==> config.mk <==
export PLATFORM = sky130hd
export DESIGN_NAME = sage_kernel
export DESIGN_NICKNAME = d
export VERILOG_FILES = /design/src/sample_adaptive_golomb_encoder_core_macros.svh /design/src/sage_pkg.sv /design/src/sage_kernel.sv
export SDC_FILE = /design/constraint.sdc
export NUM_CORES = 1
export LEC_CHECK = 0
export ABC_AREA = 1
export BUFFER_PORTS_ARGS = -buffer_cell sky130_fd_sc_hd__buf_2
export CAP_MARGIN = 20
export CORE_ASPECT_RATIO = 0.75
export CORE_MARGIN = 4
export CORE_UTILIZATION = 28
export DETAILED_ROUTE_END_ITERATION = 7
export PLACE_DENSITY = 0.48
export SYNTH_ARGS = -nofsm -noshare
export SYNTH_HDL_FRONTEND = slang
export SYNTH_SLANG_ARGS = --single-unit
==> constraint.sdc <==
create_clock -name vclk -period 17.9
set_input_delay 3.58 -clock vclk [all_inputs]
set_output_delay 3.58 -clock vclk [all_outputs]
set_load 0.01 [all_outputs]
==> src/sample_adaptive_golomb_encoder_core_macros.svh <==
`ifndef SAMPLE_ADAPTIVE_GOLOMB_ENCODER_CORE_MACROS_SVH
`define SAMPLE_ADAPTIVE_GOLOMB_ENCODER_CORE_MACROS_SVH

// Same-cycle implication, sampled on clk, off while rst_n is low.
`define SAGE_ASSERT_NOW(lbl, ante, cons) \
  lbl: assert property (@(posedge clk) disable iff (!rst_n) (ante) |-> (cons)) \
    else $error("sage: same-cycle check failed");

// Next-cycle implication, sampled on clk, off while rst_n is low.
`define SAGE_ASSERT_NEXT(lbl, ante, cons) \
  lbl: assert property (@(posedge clk) disable iff (!rst_n) (ante) |=> (cons)) \
    else $error("sage: next-cycle check failed");

`endif

==> src/sage_pkg.sv <==
package sage_pkg;

  localparam int SAGE_MAX_BANDS = 256;

  localparam int DELTA_W = 16;
  localparam int BAND_W  = 8;
  localparam int CODE_W  = 16;
  localparam int LEN_W   = 6;
  localparam int ACC_W   = 32;
  localparam int CNT_W   = 17;

  typedef enum logic [2:0] {
    CFG_SAMPLE_DEPTH   = 3'd0,
    CFG_UNARY_LIMIT    = 3'd1,
    CFG_COUNTER_BITS   = 3'd2,
    CFG_INIT_COUNT_EXP = 3'd3,
    CFG_ACC_INIT_CONST = 3'd4,
    CFG_BAND_COUNT     = 3'd5
  } cfg_idx_t;

  // Register values, already saturated into their legal ranges.
  typedef struct packed {
    logic [4:0] depth;
    logic [5:0] umax;
    logic [4:0] cbits;
    logic [4:0] ice;
    logic [4:0] kz;
    logic [8:0] band_count;
  } cfg_t;

  typedef struct packed {
    logic [CODE_W-1:0] code_value;
    logic [LEN_W-1:0]  code_length;
    logic [ACC_W-1:0]  acc_nxt;
    logic [CNT_W-1:0]  cnt_nxt;
  } krn_out_t;

endpackage

==> src/sage_kernel.sv <==
module sage_kernel
  import sage_pkg::*;
(
  input  cfg_t               cfg,
  input  logic [DELTA_W-1:0] delta,
  input  logic               first_pixel,
  input  logic               last_band,
  input  logic [ACC_W-1:0]   acc,
  input  logic [CNT_W-1:0]   cnt,
  output krn_out_t           res
);

  logic [22:0]        prod;
  logic [ACC_W:0]     limit;
  logic [ACC_W:0]     scaled;
  logic [3:0]         top;
  logic [3:0]         k;
  logic [DELTA_W-1:0] dmask;
  logic [DELTA_W-1:0] value;
  logic [DELTA_W-1:0] u;
  logic [DELTA_W-1:0] kmask;
  logic               esc;
  logic [ACC_W:0]     sum;
  logic [ACC_W+1:0]   sum_rnd;
  logic [CNT_W-1:0]   cmax;
  logic [CNT_W-1:0]   cnt_inc;
  logic [23:0]        base;
  logic [39:0]        init_wide;

  // k: largest shift with cnt << k still within acc + 49*cnt/128
  always_comb begin
    prod  = 23'({cnt, 5'b0}) + 23'({cnt, 4'b0}) + 23'(cnt);
    limit = (ACC_W+1)'(acc) + (ACC_W+1)'(prod[22:7]);
    top   = (cfg.depth >= 5'd2) ? 4'(cfg.depth - 5'd2) : 4'd0;
    k     = 4'd0;
    scaled = '0;
    for (int i = 1; i <= 14; i++) begin
      scaled = (ACC_W+1)'(cnt) << i;
      if ((4'(i) <= top) && (scaled <= limit)) begin
        k = 4'(i);
      end
    end
  end

  always_comb begin
    dmask = DELTA_W'((17'd1 << cfg.depth) - 17'd1);
    value = delta & dmask;
    u     = value >> k;
    esc   = u >= DELTA_W'(cfg.umax);
    kmask = DELTA_W'((17'd1 << k) - 17'd1);

    if (first_pixel) begin
      res.code_value  = value;
      res.code_length = LEN_W'(cfg.depth);
    end else if (esc) begin
      res.code_value  = value;
      res.code_length = cfg.umax + LEN_W'(cfg.depth);
    end else begin
      res.code_value  = (kmask + 16'd1) | (value & kmask);
      res.code_length = LEN_W'(u) + 6'd1 + LEN_W'(k);
    end

    sum       = (ACC_W+1)'(acc) + (ACC_W+1)'(value);
    sum_rnd   = (ACC_W+2)'(sum) + 34'd1;
    cmax      = (17'd1 << cfg.cbits) - 17'd1;
    cnt_inc   = cnt + 17'd1;
    base      = (24'd3 << (cfg.kz + 5'd6)) - 24'd49;
    init_wide = 40'(base) << cfg.ice;

    if (first_pixel) begin
      res.acc_nxt = init_wide[38:7];
    end else if (cnt < cmax) begin
      res.acc_nxt = sum[ACC_W] ? '1 : sum[ACC_W-1:0];
    end else begin
      res.acc_nxt = sum_rnd[ACC_W:1];
    end

    if (first_pixel) begin
      res.cnt_nxt = 17'd1 << cfg.ice;
    end else if (last_band) begin
      res.cnt_nxt = (cnt < cmax) ? cnt_inc : (cnt_inc >> 1);
    end else begin
      res.cnt_nxt = cnt;
    end
  end

endmodule

# Yosys cells after proc, flatten, opt, wreduce, memory -nomap -nowiden
# Cells that the tools add are included.
# op_classes
addsub	16
n_mul	0
div_mod_pow	0
order_cmp	31
eq_ne	0
shifts	7
n_mux	23
n_bitwise	3
n_reduce_logical	14
# ops
op	n
$mux 32	3
$add 32x16->33	2
$mux 17	3
$mux 22	2
$shl 24x5->39	1
$shl 1x5->17 const A	2
$add 33x1->33 const B	1
$le 18x33->1	1
$le 19x33->1	1
$le 20x33->1	1
$le 21x33->1	1
$le 22x33->1	1
$le 23x33->1	1
$le 24x33->1	1
$le 25x33->1	1
$le 26x33->1	1
$le 27x33->1	1
$le 28x33->1	1
$le 29x33->1	1
$le 30x33->1	1
$le 31x33->1	1
$and 16x16->16	2
$mux 4	8
$sub 16x1->16 const B	2
27 further kinds	54
# totals
regBits	0
latch_bits	0
ram_bits	0
romBits	0
out_inout_bits	71
wordCells	94
n_memories	0

# Depth between registers and ports, before layout
# logic_depth
depth_word	25
ltp_mapped	81

# Worst setup path after synthesis
# No wires, ideal clock.
# synth_path
path_kind	input -> output
start	input cnt[6]
end	output res[62] (netlist name)
t_arrival_ps	13468
path_slack_ps	852
stages	71
path_buffers	4
path_cell_list	clkbuf_1 -> inv_1 -> fa_1 -> inv_1 -> ha_1 -> a21oi_1 -> o21bai_1 -> a21o_1 -> a21o_1 -> a21oi_1 -> inv_1 -> a21oi_1 -> inv_1 -> a21oi_1 -> inv_1 -> a21oi_1 -> inv_1 -> a21oi_1 -> [... 35 more ...] -> nand2_4 -> buf_6 -> buf_4 -> o21ai_0 -> nor2_1 -> a2111oi_0 -> nor2_1 -> a21oi_1 -> ha_1 -> inv_1 -> a21boi_0 -> o211ai_1 -> a21boi_0 -> o21a_1 -> a211oi_4 -> buf_2 -> nand4_1 -> a21oi_1
# synth_rtl
item	line	rtl
start, declared	sage_kernel.sv:9	input logic [CNT_W-1:0] cnt,
end, declared	sage_kernel.sv:10	output krn_out_t res

==> results.py <==
metrics = {
    "yosys": {
        "avgSynthCellArea_sq_um": 5.50,
        "yosys.area.top_type": "ha_1",
        "synth_top_area_share_pct": 20.5,
        "synth.most_common_cell": "nand2_1",
        "syn_inst": 3308,
        "yosys-top-cells-area": "ha_1, nand2_1, inv_1",
        "yosysSeqAreaShare_pct": 0,
        "synth_commonest_cells": "nand2_1, inv_1, nor2_1, nand3_1, ha_1",
        "synth.cell_area_sq_mm": 0.0182,
        "syn_nets": 3724,
        "yosysWarnings": 0,
        "synth.distinct_cells": 64,
    },
    "die": {
        "fp.dieW_microns": 302,
        "die_h_microns": 229,
        "boundaryPins": 173,
        "rows": 80,
        "initial_core_util_pct": 28.4,
        "die_area_sq_mm": 0.0692,
        "core_area_sq_mm": 0.0640,
    },
    "placed_design": {
        "finalWeightedCongestion": 0.955,
        "dpl_cell_area_sq_mm": 0.0205,
        "dp_hpwl_mm": 68.4,
        "io_buffers": 164,
    },
    "timing": {
        "relSlewSlack_pct": 42.2,
        "period_share_pct": 97.0,
        "finalMaxSlewViolations": 0,
        "min_period_ns": 17.37,
        "worstMarginPinSlew_ns": 0.865,
        "final_hold_viol_count": 0,
        "max_freq_ghz": 0.0576,
        "hold_ws_ns": 7.52,
        "report.final.setup_viol": 0,
    },
    "drt": {
        "drtPass1Iterations": 6,
        "wl_mm": 85.1,
        "final_antenna_net_count": 0,
        "routedWlPerCell_microns": 19.4,
        "drc": 0,
        "vias": 22800,
        "avgViaCountPerCell": 5.19,
        "dr.first_iter.drc_count": 2174,
    },
    "global_routing": {
        "grt_pass1_wl_mm": 126,
        "grt_usage_pct": 23.3,
        "grt_pass1_vias": 20400,
        "grt_max_degree": 67,
        "overflow": 0,
        "antenna_found_initial": 2,
    },
    "worst_hold_path": {
        "min_path_cells": 4,
        "min_path_type": "in -> out",
    },
    "critical_path": {
        "worstSetupPathType": "in -> out",
        "max_stage_delay_ns": 0.53,
        "cp_slowest_cell": "fa_1",
        "startpoint_type": "primary input",
        "required_ns": 14.32,
        "worstPathMaxFanout": 9,
        "cpMostUsedCell": "nand2_1",
        "arrival_ns": 13.79,
        "worstSetupEndpointType": "output port",
    },
    "cells_and_area": {
        "seq_area_sq_um": 0,
        "flops_and_latches": 0,
        "area_growth_pct": 16.8,
        "fin_area_sq_mm": 0.0212,
        "clkbuf_count": 0,
        "final_core_util_pct": 33.2,
        "final_nets": 3940,
        "drive_above_1_share_pct": 13.5,
    },
    "power_and_ir_drop": {
        "irDropWorstVdd_mv": 0.0658,
        "leakagePower_nw": 11.3,
        "p_per_area_mw_per_mm2": 94.3,
    },
    "outcome": {
        "status": "complete, no violations",
    },
    "run": {
        "cap_violations": 0,
    },
    "clocking": {
        "ctsHoldBuffers": 0,
    },
}
## what timing repair did
item                       in CTS  in global routing
cloned                          0                  3
buffers inserted                2                 29
resized for setup               2                115
pin swaps                       1                 58
setup endpoints to repair      22                 22
## cells by family (layout without fill, tap and decap cells)
family	Yosys count	after routing	synth area share, %
AND/OR/NAND/NOR	1840	1840	44.3
buffers and inverters	538	752	11.7
AO/OA/AOI/OAI	485	485	15.4
adder cells (fa/ha/maj)	314	314	22.3
XOR/XNOR	122	122	5.92
multiplexers	9	9	0.495
other	0	1	0
## layer usage
metal | wire length, microns | vias up | share of wire, % | global-route usage, %
li1 | - | 11500 | - | -
met1 | 41900 | 10400 | 49 | 36.0
met2 | 35100 | 862 | 41 | 35.1
met3 | 7170 | 56 | 8.4 | 3.24
met4 | 957 | 2 | 1.1 | 2.06
met5 | 13 | - | 0.015 | 0
## where the power goes
| group | leakage, nW | total [mW] | internal, mW | switching [mW] |
|---|---|---|---|---|
| clock network | 0.00000634 | 0.00000000751 | 0.00000000750 | 0 |
| logic | 11.3 | 2.00 | 0.712 | 1.29 |
| registers | 0 | 0 | 0 | 0 |
| total | 11.3 | 2.00 | 0.712 | 1.29 |
## area by class of cell
class | count | area [sq um]
timing repair buffer | 296 | 1980
antenna | 1 | 2.50
tap | 861 | 1080
multi-input combinational | 2770 | 16500
inverter | 456 | 1720
fill | 7329 | 42700
## final timing paths
path | from | to | slack [ns]
max | cnt[6] | res[50] | 0.53
min | delta[0] | res[55] | 7.52
## metrics by stage
stage,power (mW),std cells,worst slack [ns],setup TNS (ns)
2_1_floorplan,1.27,3308,0.852,0
4_1_cts,1.87,4352,0.00469,0
3_5_place_dp,1.85,4350,-0.211,-3.04
3_3_place_gp,1.85,4350,-0.275,-4.30
5_1_grt,2.22,4384,-0.122,-1.96
6_report,2.00,4384,0.528,0
## cell usage in the layout, fill, tap and decap left out, types with 9 or more instances in the layout
cell type and n:
mux2i_1 9, o21bai_1 16, xor2_1 85, nand4_1 88
nor2_1 311, a21oi_2 14, nand3b_1 11, o21ai_0 189
fa_1 16, inv_1 422, nand3_1 311, xnor2_1 34
nor2_2 19, buf_4 115, o21ai_1 9, nor3_1 53
nand2_4 10, ha_1 290, nand2_2 39, nor2_4 12
a21oi_1 138, o211ai_1 25, nor4_1 18, buf_2 161
nand2_1 921, inv_2 30, o221ai_1 19, buf_6 10
o22ai_1 14
## worst max-delay path, delay by kind of cell
family / cells / cell delay, ns
AO/OA/AOI/OAI: 21 / 3.53
adder cells (fa/ha/maj): 5 / 1.60
buffers and inverters: 19 / 1.96
AND/OR/NAND/NOR: 28 / 3.08
No activity file was read; power rests on OpenSTA's default activity.
